`config.mk`:
```
export PLATFORM = sky130hd
export DESIGN_NAME = heater_hysteresis_controller_core
export DESIGN_NICKNAME = d
export VERILOG_FILES = /design/src/rtl/hhc_pkg.sv /design/src/rtl/hhc_update.sv /design/src/rtl/hhc_mean.sv /design/src/rtl/heater_hysteresis_controller_core.sv
export SDC_FILE = /design/constraint.sdc
export NUM_CORES = 2
export LEC_CHECK = 0
export BUFFER_PORTS_ARGS = -buffer_cell sky130_fd_sc_hd__buf_2
export CORE_ASPECT_RATIO = 0.5
export CORE_MARGIN = 3
export CORE_UTILIZATION = 50
export DETAILED_ROUTE_END_ITERATION = 7
export PLACE_DENSITY = 0.72
export SLEW_MARGIN = 10
export SYNTH_ARGS = -nofsm -noshare
export SYNTH_HDL_FRONTEND = slang
export SYNTH_SLANG_ARGS = --single-unit
```
`constraint.sdc`:
```
create_clock -name clk_i -period 14.5 [get_ports clk_i]
set_clock_uncertainty 0.15 [all_clocks]
set_input_delay 2.9 -clock clk_i [delete_from_list [all_inputs] [get_ports clk_i]]
set_output_delay 2.9 -clock clk_i [all_outputs]
set_load 0.01 [all_outputs]
```
`src/rtl/hhc_pkg.sv`:
```
// Shared types, constants and the saturating-add helper function of the heater hysteresis controller.
package hhc_pkg;

  // Depth of the sample ring that feeds the running mean.
  localparam int unsigned MEAN_DEPTH = 8;

  localparam int unsigned SAMPLE_W   = 14;
  localparam int unsigned TEMP_W     = 16;
  localparam int unsigned TIME_W     = 16;
  localparam int unsigned TARGET_W   = 15;
  localparam int unsigned CFG_IDX_W  = 8;
  localparam int unsigned CFG_DATA_W = 16;

  localparam int unsigned PTR_W = (MEAN_DEPTH > 1) ? $clog2(MEAN_DEPTH) : 1;
  localparam int unsigned CNT_W = $clog2(MEAN_DEPTH + 1);

  localparam int unsigned HOT_LIMIT_VAL = 9000;
  localparam int unsigned SUM_W = $clog2(MEAN_DEPTH * HOT_LIMIT_VAL + 1);

  localparam logic [TEMP_W-1:0]   HOT_LIMIT     = TEMP_W'(HOT_LIMIT_VAL);
  localparam logic [TIME_W-1:0]   REPORT_GAP_MS = 16'd30000;
  localparam logic [TIME_W-1:0]   NEAR_ON_MAX   = 16'd4000;
  localparam logic [TIME_W-1:0]   NEAR_OFF_MIN  = 16'd5000;
  localparam logic [TIME_W-1:0]   CLOSE_ON_MAX  = 16'd3000;
  localparam logic [TIME_W-1:0]   CLOSE_OFF_MIN = 16'd10000;
  localparam logic [TARGET_W+1:0] MEAN_BAND     = 17'd200;
  localparam logic [TARGET_W+1:0] INSTANT_BAND  = 17'd40;

  typedef enum logic [1:0] {
    FAULT_NONE = 2'd0,
    FAULT_DEAD = 2'd1,
    FAULT_HOT  = 2'd2
  } fault_e;

  typedef enum logic [CFG_IDX_W-1:0] {
    REG_TARGET = 8'd0,
    REG_ENABLE = 8'd1
  } reg_idx_e;

  typedef struct packed {
    logic                  valid;
    logic [CFG_IDX_W-1:0]  index;
    logic [CFG_DATA_W-1:0] data;
  } cfg_wr_t;

  typedef struct packed {
    logic             heater;
    logic             pump;
    fault_e           fault;
    logic             report;
    logic [SUM_W-1:0] sum;
    logic [CNT_W-1:0] count;
  } result_t;

  function automatic logic [TIME_W-1:0] sat_add16(input logic [TIME_W-1:0] a,
                                                  input logic [TIME_W-1:0] b);
    logic [TIME_W:0] s;
    s = {1'b0, a} + {1'b0, b};
    return s[TIME_W] ? {TIME_W{1'b1}} : s[TIME_W-1:0];
  endfunction

endpackage

```
`src/rtl/hhc_update.sv`:
```
// Controller state, sample ring and the per-tick heater decision.
module hhc_update (
  input  logic                           clk_i,
  input  logic                           rst_ni,
  input  hhc_pkg::cfg_wr_t               cfg_i,
  input  logic                           step_i,
  input  logic signed [hhc_pkg::TEMP_W-1:0] temp_i,
  input  logic [hhc_pkg::TIME_W-1:0]     elapsed_i,
  output hhc_pkg::result_t               result_o
);
  import hhc_pkg::*;

  localparam int unsigned PROD_W = TARGET_W + 2 + CNT_W + 1;

  logic [TARGET_W-1:0] target_q, target_d;
  logic                enable_q, enable_d;
  logic [SAMPLE_W-1:0] ring_q [MEAN_DEPTH];
  logic [PTR_W-1:0]    pos_q, pos_d;
  logic [CNT_W-1:0]    fill_q, fill_d;
  logic [SUM_W-1:0]    sum_q, sum_d;
  logic                heater_q, heater_d;
  logic                pump_q, pump_d;
  logic [TIME_W-1:0]   on_q, on_d;
  logic [TIME_W-1:0]   off_q, off_d;
  logic                timing_q, timing_d;
  logic [TIME_W-1:0]   since_q, since_d;
  logic                reported_q, reported_d;
  logic [TIME_W-1:0]   gap_q, gap_d;

  fault_e                     fault;
  logic                       report;
  logic [SAMPLE_W-1:0]        old_sample;
  logic [TIME_W-1:0]          dt;
  logic signed [TARGET_W+1:0] tgt_s;
  logic signed [TARGET_W+1:0] temp_s;
  logic signed [CNT_W:0]      cnt_s;
  logic signed [PROD_W-1:0]   sum_s;
  logic signed [PROD_W-1:0]   lo_prod;
  logic signed [PROD_W-1:0]   mid_prod;
  logic                       cfg_hit;

  assign tgt_s  = signed'({2'b00, target_q});
  assign temp_s = signed'({temp_i[TEMP_W-1], temp_i});
  assign cnt_s  = signed'({1'b0, fill_d});
  assign sum_s  = signed'({{(PROD_W - SUM_W){1'b0}}, sum_d});
  assign lo_prod  = PROD_W'(tgt_s - signed'(MEAN_BAND)) * PROD_W'(cnt_s);
  assign mid_prod = PROD_W'(tgt_s) * PROD_W'(cnt_s);

  // Slots are filled in order from zero, so until the ring is full a slot not yet reached counts as zero.
  assign old_sample = (fill_q < CNT_W'(MEAN_DEPTH)) ? '0 : ring_q[pos_q];
  assign dt = sat_add16(gap_q, elapsed_i);

  always_comb begin
    target_d   = target_q;
    enable_d   = enable_q;
    pos_d      = pos_q;
    fill_d     = fill_q;
    sum_d      = sum_q;
    heater_d   = heater_q;
    pump_d     = pump_q;
    on_d       = on_q;
    off_d      = off_q;
    timing_d   = timing_q;
    since_d    = since_q;
    reported_d = reported_q;
    gap_d      = gap_q;
    report     = 1'b0;
    cfg_hit    = 1'b0;

    if (temp_i[TEMP_W-1] || temp_i == '0) begin
      fault = FAULT_DEAD;
    end else if (temp_i > signed'(HOT_LIMIT)) begin
      fault = FAULT_HOT;
    end else begin
      fault = FAULT_NONE;
    end

    if (step_i) begin
      since_d = sat_add16(since_q, elapsed_i);
      if (fault != FAULT_NONE) begin
        heater_d = 1'b0;
        pump_d   = 1'b0;
        if (timing_q) begin
          gap_d = dt;
        end
        if (!reported_q || since_d >= REPORT_GAP_MS) begin
          report     = 1'b1;
          reported_d = 1'b1;
          since_d    = '0;
        end
      end else begin
        sum_d = sum_q - SUM_W'(old_sample) + SUM_W'(temp_i[SAMPLE_W-1:0]);
        pos_d = (pos_q == PTR_W'(MEAN_DEPTH - 1)) ? '0 : pos_q + 1'b1;
        if (fill_q < CNT_W'(MEAN_DEPTH)) begin
          fill_d = fill_q + 1'b1;
        end
        if (target_q == '0 || !enable_q) begin
          heater_d = 1'b0;
          pump_d   = 1'b0;
          on_d     = '0;
          off_d    = '0;
          timing_d = 1'b0;
          gap_d    = '0;
        end else begin
          pump_d = 1'b1;
          if (timing_q) begin
            if (heater_q) begin
              on_d  = sat_add16(on_q, dt);
              off_d = '0;
            end else begin
              off_d = sat_add16(off_q, dt);
              on_d  = '0;
            end
          end
          timing_d = 1'b1;
          gap_d    = '0;

          // Far below the setpoint (by the mean) the heater runs; closer in, the maximum
          // on and minimum off times decide; with the mean at or above it and the sample near it, the heater stops.
          if (sum_s < lo_prod) begin
            heater_d = 1'b1;
          end else if (temp_s < tgt_s - signed'(INSTANT_BAND)) begin
            if (on_d >= NEAR_ON_MAX) begin
              heater_d = 1'b0;
            end else if (off_d >= NEAR_OFF_MIN) begin
              heater_d = 1'b1;
            end
          end else if (sum_s < mid_prod) begin
            if (on_d >= CLOSE_ON_MAX) begin
              heater_d = 1'b0;
            end else if (off_d >= CLOSE_OFF_MIN) begin
              heater_d = 1'b1;
            end
          end else begin
            heater_d = 1'b0;
          end
        end
      end
    end else if (cfg_i.valid) begin
      case (cfg_i.index)
        REG_TARGET: begin
          target_d = cfg_i.data[TARGET_W-1:0];
          cfg_hit  = 1'b1;
        end
        REG_ENABLE: begin
          enable_d = cfg_i.data[0];
          cfg_hit  = 1'b1;
        end
        default: begin
          cfg_hit = 1'b0;
        end
      endcase
      if (cfg_hit && (target_d == '0 || !enable_d)) begin
        heater_d = 1'b0;
        pump_d   = 1'b0;
        on_d     = '0;
        off_d    = '0;
        timing_d = 1'b0;
        gap_d    = '0;
      end
    end
  end

  always_ff @(posedge clk_i or negedge rst_ni) begin
    if (!rst_ni) begin
      target_q   <= '0;
      enable_q   <= 1'b0;
      pos_q      <= '0;
      fill_q     <= '0;
      sum_q      <= '0;
      heater_q   <= 1'b0;
      pump_q     <= 1'b0;
      on_q       <= '0;
      off_q      <= '0;
      timing_q   <= 1'b0;
      since_q    <= '0;
      reported_q <= 1'b0;
      gap_q      <= '0;
    end else begin
      target_q   <= target_d;
      enable_q   <= enable_d;
      pos_q      <= pos_d;
      fill_q     <= fill_d;
      sum_q      <= sum_d;
      heater_q   <= heater_d;
      pump_q     <= pump_d;
      on_q       <= on_d;
      off_q      <= off_d;
      timing_q   <= timing_d;
      since_q    <= since_d;
      reported_q <= reported_d;
      gap_q      <= gap_d;
    end
  end

  always_ff @(posedge clk_i) begin
    if (step_i && fault == FAULT_NONE) begin
      ring_q[pos_q] <= temp_i[SAMPLE_W-1:0];
    end
  end

  assign result_o.heater = heater_d;
  assign result_o.pump   = pump_d;
  assign result_o.fault  = fault;
  assign result_o.report = report;
  assign result_o.sum    = sum_d;
  assign result_o.count  = fill_d;

endmodule

```
`src/rtl/hhc_mean.sv`:
```
// Mean of the stored samples by reciprocal multiplication with a constant table.
module hhc_mean (
  input  logic [hhc_pkg::SUM_W-1:0]    sum_i,
  input  logic [hhc_pkg::CNT_W-1:0]    count_i,
  output logic [hhc_pkg::SAMPLE_W-1:0] mean_o
);
  import hhc_pkg::*;

  // With this shift the rounded-up reciprocal gives the exact floor for
  // every sum that fits in SUM_W bits.
  localparam int unsigned RCP_SHIFT = SUM_W + CNT_W;
  localparam int unsigned RCP_W     = RCP_SHIFT + 1;

  logic [RCP_W-1:0]       rcp_tab [MEAN_DEPTH+1];
  logic [SUM_W+RCP_W-1:0] product;

  assign rcp_tab[0] = '0;
  for (genvar g = 1; g <= MEAN_DEPTH; g++) begin : g_rcp
    localparam longint unsigned RcpVal =
      ((longint'(1) << RCP_SHIFT) + longint'(g) - 1) / longint'(g);
    assign rcp_tab[g] = RCP_W'(RcpVal);
  end

  assign product = (SUM_W + RCP_W)'(sum_i) * (SUM_W + RCP_W)'(rcp_tab[count_i]);
  assign mean_o  = product[RCP_SHIFT +: SAMPLE_W];

endmodule

```
`src/rtl/heater_hysteresis_controller_core.sv`:
```
// Top level of the heater hysteresis controller: channels and the three-stage item pipeline.
//
// Each input item is one evaluation tick: a signed temperature in 0.01 degree
// units and the milliseconds since the previous tick. Every item gives exactly
// one result item with heater and pump drive, fault code, fault report strobe
// and the mean of the stored samples.
// The configuration channel writes the setpoint (index 0) and the enable bit
// (index 1); it is ready whenever the input register is empty, and writes are
// expected only while no item is in flight. Other indexes are ignored.
// An accepted item waits in the input register, the controller state and
// heater decision are updated as it moves to the middle stage, and the mean
// is formed by a reciprocal multiply on its way to the output register. One
// item per cycle is sustained while the receiver takes results.
// When the receiver stalls, the stages fill up and tready drops only once all
// three hold items; a stalled result holds still.
// Reset clears all control state, the setpoint and enable, the fill count and
// the running sum; the sample ring needs no clearing since the fill count tells
// which slots hold samples.
module heater_hysteresis_controller_core (
  input  logic                              clk_i,
  input  logic                              rst_ni,
  // Configuration write channel.
  input  logic                              cfg_valid_i,
  output logic                              cfg_ready_o,
  input  logic [hhc_pkg::CFG_IDX_W-1:0]     cfg_index_i,
  input  logic [hhc_pkg::CFG_DATA_W-1:0]    cfg_data_i,
  // Tick input: [15:0] temp_sample (signed), [31:16] elapsed_ms.
  input  logic                              s_axis_tvalid,
  output logic                              s_axis_tready,
  input  logic [31:0]                       s_axis_tdata,
  // Result: [0] heater_on, [1] pump_on, [3:2] fault_code, [4] fault_report,
  // [18:5] mean_temp, [23:19] zero.
  output logic                              m_axis_tvalid,
  input  logic                              m_axis_tready,
  output logic [23:0]                       m_axis_tdata
);
  import hhc_pkg::*;

  logic va_q, vb_q, vc_q;
  logic adv_a, adv_b, adv_c;

  logic signed [TEMP_W-1:0] temp_q;
  logic [TIME_W-1:0]        elapsed_q;
  result_t                  upd_res;
  result_t                  res_q;
  cfg_wr_t                  cfg_wr;
  logic [SAMPLE_W-1:0]      mean;

  logic                heater_q, pump_q, report_q;
  fault_e              fault_q;
  logic [SAMPLE_W-1:0] mean_q;

  // Each stage moves on when the one after it is empty or moving.
  assign adv_c = !vc_q || m_axis_tready;
  assign adv_b = !vb_q || adv_c;
  assign adv_a = !va_q || adv_b;

  assign s_axis_tready = adv_a;
  // A write never lands in the same cycle as a state update of an item.
  assign cfg_ready_o   = !va_q;

  assign cfg_wr.valid = cfg_valid_i && !va_q;
  assign cfg_wr.index = cfg_index_i;
  assign cfg_wr.data  = cfg_data_i;

  hhc_update u_update (
    .clk_i     (clk_i),
    .rst_ni    (rst_ni),
    .cfg_i     (cfg_wr),
    .step_i    (va_q && adv_b),
    .temp_i    (temp_q),
    .elapsed_i (elapsed_q),
    .result_o  (upd_res)
  );

  hhc_mean u_mean (
    .sum_i   (res_q.sum),
    .count_i (res_q.count),
    .mean_o  (mean)
  );

  always_ff @(posedge clk_i or negedge rst_ni) begin
    if (!rst_ni) begin
      va_q <= 1'b0;
      vb_q <= 1'b0;
      vc_q <= 1'b0;
    end else begin
      if (adv_a) begin
        va_q <= s_axis_tvalid;
      end
      if (adv_b) begin
        vb_q <= va_q;
      end
      if (adv_c) begin
        vc_q <= vb_q;
      end
    end
  end

  always_ff @(posedge clk_i) begin
    if (s_axis_tvalid && adv_a) begin
      temp_q    <= signed'(s_axis_tdata[15:0]);
      elapsed_q <= s_axis_tdata[31:16];
    end
    if (va_q && adv_b) begin
      res_q <= upd_res;
    end
    if (vb_q && adv_c) begin
      heater_q <= res_q.heater;
      pump_q   <= res_q.pump;
      fault_q  <= res_q.fault;
      report_q <= res_q.report;
      mean_q   <= mean;
    end
  end

  assign m_axis_tvalid = vc_q;
  assign m_axis_tdata  = {5'b00000, mean_q, report_q, fault_q, pump_q, heater_q};

endmodule

```
### After elaboration in Yosys (flattened, before gate mapping)

Memory sizes are Yosys's and may differ from the RTL's.
Index checks and enable logic that the tools add are counted.

| word-level totals | value |
|---|---|
| register bits | 188 |
| bits in writable memories | 112 |
| bits in read-only memories | 352 |
| input bits | 61 |
| output and inout bits | 27 |
| logic and storage cells | 166 |
| memories kept | 2 |

| cells by class | value |
|---|---|
| $add $sub $neg | 10 |
| multiply operators | 3 |
| $lt $le $gt $ge | 11 |
| equality and inequality tests | 4 |
| mux-type cells | 71 |
| bitwise operators | 3 |
| reductions and logical operators | 33 |

Memories:

| name | words | bits a word | rd ports | clocked after Yosys merged registers in | wr ports | line | RTL |
|---|---|---|---|---|---|---|---|
| (name not given) | 16 | 22 | 1 | 0 | 0 | hhc_mean.sv:24 | `assign product = (SUM_W + RCP_W)'(sum_i) * (SUM_W + RCP_W)'(rcp_tab[count_i]);` |
| u_update.ring_q | 8 | 14 | 1 | 0 | 1 | hhc_update.sv:17 | `logic [SAMPLE_W-1:0] ring_q [MEAN_DEPTH];` |

Operator list:

| operator | count |
|---|---|
| two-way mux 16 bit | 27 |
| adder 16 x 16 -> 17 bit | 4 |
| two-way mux 15 bit | 3 |
| less-than comparator 18 x 22 -> 1 bit | 2 |
| two-way mux 22 bit | 2 |
| multiplier 17 x 22 -> 35 bit | 1 |
| two-way mux 17 bit | 2 |
| >= comparator 16 x 12 -> 1 bit, second input constant | 2 |
| zero test 15 bit | 2 |
| two-way mux 1 bit | 30 |
| multiplier 22 x 5 -> 22 bit | 1 |
| multiplier 15 x 4 -> 19 bit | 1 |
| adder 17 x 14 -> 17 bit | 1 |
| subtractor 17 x 14 -> 17 bit | 1 |
| >= comparator 16 x 13 -> 1 bit, second input constant | 1 |
| >= comparator 16 x 14 -> 1 bit, second input constant | 1 |
| >= comparator 16 x 15 -> 1 bit, second input constant | 1 |
| greater-than comparator 16 x 15 -> 1 bit, second input constant | 1 |
| zero test 16 bit | 1 |
| less-than comparator 16 bit | 1 |
| subtractor 15 x 6 -> 16 bit, second input constant | 1 |
| subtractor 15 x 8 -> 16 bit, second input constant | 1 |
| two-way mux 14 bit | 1 |
| two-way mux 4 bit | 3 |
| 21 further kinds | 44 |

### Depth between registers and ports, before layout

| depth | value |
|---|---|
| word-level depth | 18 |
| gate-level depth with buffers | 37 |
| depth with buffers taken out | 35 |

### Modules after synthesis

From an unflattened synthesis, not the netlist that was laid out.

| unflattened totals | value |
|---|---|
| cells, all modules | 3,262 |
| area total of the unflattened synthesis | 31,825.5 um2 |

By module, submodules not included:

| module | times used | cells an instance | area each (um2) | sequential area each (um2) |
|---|---|---|---|---|
| hhc_update | 1 | 1,987 | 18,855.6 | 6,065.8 |
| hhc_mean | 1 | 1,175 | 10,441.3 | 0.0 |
| heater_hysteresis_controller_core | 1 | 100 | 2,528.7 | 2,387.3 |

### Worst setup path before layout

No wires, ideal clock.

| path | value |
|---|---|
| path kind | input to register |
| start | input m_axis_tready |
| end | register res_q[25] (netlist bit), data pin |
| library setup time | 268 ps |
| data arrival time | 9,107 ps |
| data required time | 14,082 ps |
| slack | 4,974 ps |
| stages | 31 |
| path buffers | 2 |
| cell sequence | nand3b_1 > nand2_1 > a311oi_1 > o21ai_2 > buf_6 > nor2_4 > nand2_1 > xor2_2 > clkbuf_1 > nor2_1 > ha_1 > fa_1 > inv_1 > fa_1 > inv_1 > ha_1 > nor2b_1 > o31ai_1 > a211o_1 > a31oi_1 > a31o_2 > xnor2_1 > ha_1 > nand4_1 > nor4_1 > o21ai_0 > nor4b_2 > o41ai_1 > o31a_1 > a211oi_1 > o21ai_1 |

| on the way | value |
|---|---|
| word-level cells in the longest chain between the ends | 12 |
| elaborated cells between the ends (all ways) | 15 |
| those cells by class | mul: 2; order compare: 2; mux: 8; reduce/logical: 3 |

RTL lines:

| item | line | RTL |
|---|---|---|
| start, declared | heater_hysteresis_controller_core.sv:34 | `input logic m_axis_tready,` |
| logical OR 1 bit * | heater_hysteresis_controller_core.sv:54 | `assign adv_c = !vc_q \|\| m_axis_tready;` |
| logical OR 1 bit * | heater_hysteresis_controller_core.sv:55 | `assign adv_b = !vb_q \|\| adv_c;` |
| logical AND 1 bit * | heater_hysteresis_controller_core.sv:70 | `.step_i (va_q && adv_b),` |
| two-way mux 4 bit | hhc_update.sv:78 | `if (step_i) begin` |
| multiplier 15 x 4 -> 19 bit | hhc_update.sv:47 | `assign mid_prod = PROD_W'(tgt_s) * PROD_W'(cnt_s);` |
| less-than comparator 18 x 22 -> 1 bit | hhc_update.sv:128 | `end else if (sum_s < mid_prod) begin` |
| two-way mux 1 bit | hhc_update.sv:128 |  |
| two-way mux 1 bit | hhc_update.sv:122 | `end else if (temp_s < tgt_s - signed'(INSTANT_BAND)) begin` |
| two-way mux 1 bit | hhc_update.sv:120 | `if (sum_s < lo_prod) begin` |
| two-way mux 1 bit | hhc_update.sv:97 | `if (target_q == '0 \|\| !enable_q) begin` |
| two-way mux 1 bit | hhc_update.sv:80 | `if (fault != FAULT_NONE) begin` |
| two-way mux 1 bit * | hhc_update.sv:78 |  |
| named net u_update.heater_d | hhc_update.sv:21 | `logic heater_q, heater_d;` |
| end signal, assigned | heater_hysteresis_controller_core.sv:106 | `res_q <= upd_res;` |
| end, declared | heater_hysteresis_controller_core.sv:45 | `result_t res_q;` |

Mark *: on every way through the listed nets, which the timed path passes. The rest lies on a longest branch.
A chain may end at the register's enable or synchronous reset.

### Worst setup path after layout

Same ends and word-level chain as after synthesis.

==> results by group <==
Layout
  • Fin util: 54.8%
  • Multi-input gate area: 20600 um^2
  • Most frequent cells in the layout: inv_1, fa_1, ha_1, nand2_1, edfxtp_1
  • Area Growth Syn to Fin: 7.02%
  • ANT cells: 0
  • Non-Filler Instances: 4092
  • Layout net count: 3949
  • Fillers: 5436
  • Most common cell after layout, fill and taps aside: inv_1
  • Layout cell share with drive strength beyond 1: 8.23%
  • Register area: 8450 um^2

Clock tree
  • Cts repair resizes: 0
  • CTS Buf Count: 31
  • Clock-pin slew on the worst setup and hold paths: 0.06 ns
  • CTS Buffer Depth: 3
  • Clock sinks: 300
  • Post-CTS Setup Bufs: 0
  • CTS tree: done
  • Hold bufs inserted after CTS: 0
  • Worst skew pair latency: 0.60 ns
  • H-tree Lvls: 1
  • Clk root buf: clkbuf_16

Synth
  • Sequential area share after synthesis: 26.7%
  • Synthesis Warnings: 0
  • Seq cells post-synth: 300
  • Syn avg cell area: 9.89 um^2
  • Unique masters post-synth: 98
  • Synthesized cell area: 31600 um^2
  • Number of flops mapped to enable cells by yosys: 189
  • Asr flop ratio synth: 37.0%
  • Commonest register cell after synthesis: edfxtp_1
  • Mapped Cells: 3198

Critical path
  • Critical Path Sink Type: register
  • Crit Path Class: primary input to register
  • Most frequent CP cell: ha_1
  • Worst reg2reg path startpoint: temp_q[2]
  • CP Data Arrival Time: 10.87 ns
  • Worst reg2reg path depth: 30
  • Slowest stage delay, CP: 0.64 ns
  • Crit path required time: 14.68 ns
  • Critical Path Fanout Max: 38
  • Critical Path Source Type: primary input
  • Reg2Reg Capture Point: res_q[25]
  • Reg-to-reg setup timing slack: 5.24 ns
  • CP max stage cell: xor2_2

Floorplan
  • Initial core utilization: 51.2%
  • Die area: 66500 um^2
  • Die X: 362 um
  • Core Rows: 64
  • Core area: 61800 um^2
  • Die Ht: 184 um
  • Ports: 88

Power
  • Gate power share: 67.1%
  • Sw Pwr: 2.84 mW
  • Switching share of power: 47.3%
  • PD cells: 178 nW/um^2
  • Seq pwr share: 20.2%
  • Leak: 16.3 nW
  • Clk pwr share: 12.7%
  • Int Power: 3.17 mW
  • Peak VDD IR: 0.000149 V

STA
  • Worst Hold Margin: 0.271 ns
  • Endpoints failing hold: 0
  • Slew @ Worst Pin: 1.19 ns
  • Slew Viols, Final: 0
  • Peak Freq: 93.5 MHz
  • Fin crit share: 73.7%
  • Relative slew slack: 20.5%
  • Slack of the critical path: 3.81 ns
  • TNS Setup: 0 ns
  • RSZ-0062 raised after global routing: false
  • Tmin final: 10.69 ns
  • Setup violators final: 0

Placement
  • RD Place Congestion: 0.949
  • Place WS: 3.45 ns
  • Hpwl dp: 60500 um
  • Port bufs: 81
  • # placed instances: 4035

Route
  • Iteration-0 DRC Markers: 1771
  • Detailed Routing Iterations Pass 1: 5
  • Antenna Nets Post-Route: 0
  • Via count: 23100
  • Final WL: 77300 um
  • Post-DR vias/cell: 5.65
  • DRC viols: 0
  • Routed len/inst: 18.9 um

Min path
  • WHS Endpoint: fault_q[1]
  • Hold Startpoint: res_q[23]
  • Hold Path Depth: 0
  • Worst hold path class: register to register

GRT
  • Pin count of the biggest net entering global routing: 71
  • Antenna violations before repair: 0
  • First-pass GRT wire length: 124000 um
  • Vias in the first global route: 23500
  • All-layer global routing usage: 23.5%
  • Total congestion overflow: 0

Outcome
  • Status: completed

Flow run
  • Maxcap violations: 0
==> critical path: cells and delay by family <==
kind,cells,cell delay [ns]
xor+xnor,2,0.81
fa+ha+maj,5,2.03
buf+inv,5,0.66
simple gates,9,1.62
compound gates,11,2.83
==> power by group through the flow <==
stage	clock, mW	sequential (mW)	combinational [mW]
floorplan	0	1.16	3.04
global placement	0	1.22	3.91
detailed placement	0	1.22	4.03
CTS	0.777	1.21	4.06
global route	0.813	1.22	4.62
finish	0.763	1.21	4.03
==> area by class of cell <==
type | count | area share, %
clock buffers | 37 | 2.36
clock inverters | 20 | 0.469
inverters | 580 | 6.43
multi-input cells | 2216 | 60.8
flip-flops and latches | 300 | 25.0
well taps | 825 | 3.05
repair buffers | 114 | 1.94
==> per-stage QoR <==
stage          area (um^2)  power, mW
2_1_floorplan        31600       4.19
3_3_place_gp         32900       5.13
3_5_place_dp         32900       5.25
4_1_cts              33900       6.04
5_1_grt              33900       6.65
6_report             33900       6.01
==> layer usage <==
| metal | wire length [um] | vias up | track usage (%) |
|---|---|---|---|
| met2 | 36400 | 780 | 39.6 |
| met1 | 33200 | 11400 | 31.6 |
| met4 | 2830 | 0 | 7.84 |
| met5 | 0 | - | 0 |
| li1 | - | 10700 | - |
| met3 | 4870 | 170 | 3.15 |
==> worst max path at each step <==
stage,slack (ns),startpoint,endpoint
detailed placement,3.45,m_axis_tready,res_q[25]
global route,3.32,m_axis_tready,res_q[25]
CTS,4.00,m_axis_tready,res_q[25]
finish,3.81,m_axis_tready,res_q[25]
floorplan,4.97,m_axis_tready,res_q[25]
global placement,3.51,m_axis_tready,res_q[25]
==> cell usage after synthesis (6+ instances only) <==
master / n / share of area, %
dfrtp_1: 111 / 8.8
a31o_2: 6 / 0.17
mux2i_1: 16 / 0.51
a21o_1: 53 / 1.3
o2111ai_1: 11 / 0.30
xnor2_1: 66 / 1.8
a221oi_1: 11 / 0.30
a21oi_1: 118 / 1.9
nor3_1: 53 / 0.84
inv_1: 579 / 6.9
a31oi_1: 24 / 0.47
o21ai_1: 12 / 0.19
o21ai_2: 10 / 0.28
o31a_1: 7 / 0.19
a311oi_1: 7 / 0.19
or2_2: 21 / 0.42
a211oi_1: 14 / 0.33
o211ai_1: 13 / 0.31
nand4_1: 14 / 0.28
buf_2: 7 / 0.11
o21bai_1: 14 / 0.33
nor2b_1: 38 / 0.75
a22o_1: 29 / 0.80
xor2_1: 49 / 1.4
a211o_1: 8 / 0.22
nand2b_1: 32 / 0.63
buf_4: 8 / 0.19
or3_1: 12 / 0.24
mux2_2: 17 / 0.61
nor2_1: 159 / 1.9
edfxtp_1: 189 / 18
nand3b_1: 6 / 0.14
nand3_1: 39 / 0.62
mux4_2: 18 / 1.3
and2_1: 104 / 2.1
fa_1: 360 / 23
clkbuf_1: 82 / 0.97
o21ai_0: 103 / 1.6
and3_1: 63 / 1.2
nand2_1: 277 / 3.3
nor4_1: 16 / 0.32
ha_1: 285 / 11
o21a_1: 20 / 0.47
o31ai_1: 9 / 0.21
==> sequential cells by signal, summed over array words and instances (netlist names), 4 cells and up <==
register / flops
elapsed_q: 16
u_update.on_q: 16
mean_q: 14
u_update.target_q: 15
temp_q: 16
u_update.sum_q: 17
u_update.fill_q: 4
u_update.gap_q: 16
u_update.since_q: 16
u_update.ring_q: 112
u_update.off_q: 16
res_q: 26
==> logic make-up after synthesis <==
logic type	count (synthesis)	synth area share, %
muxes	53	2.47
and+or+nand+nor	867	13.7
adders and majority gates	645	34.1
other	1	0.0119
AOI/OAI and AO/OA	529	11.4
xor gates and xnor gates	117	3.29
buffers and inverters	686	8.36
DFF	300	26.7
No activity file was read; power rests on OpenSTA's default activity.
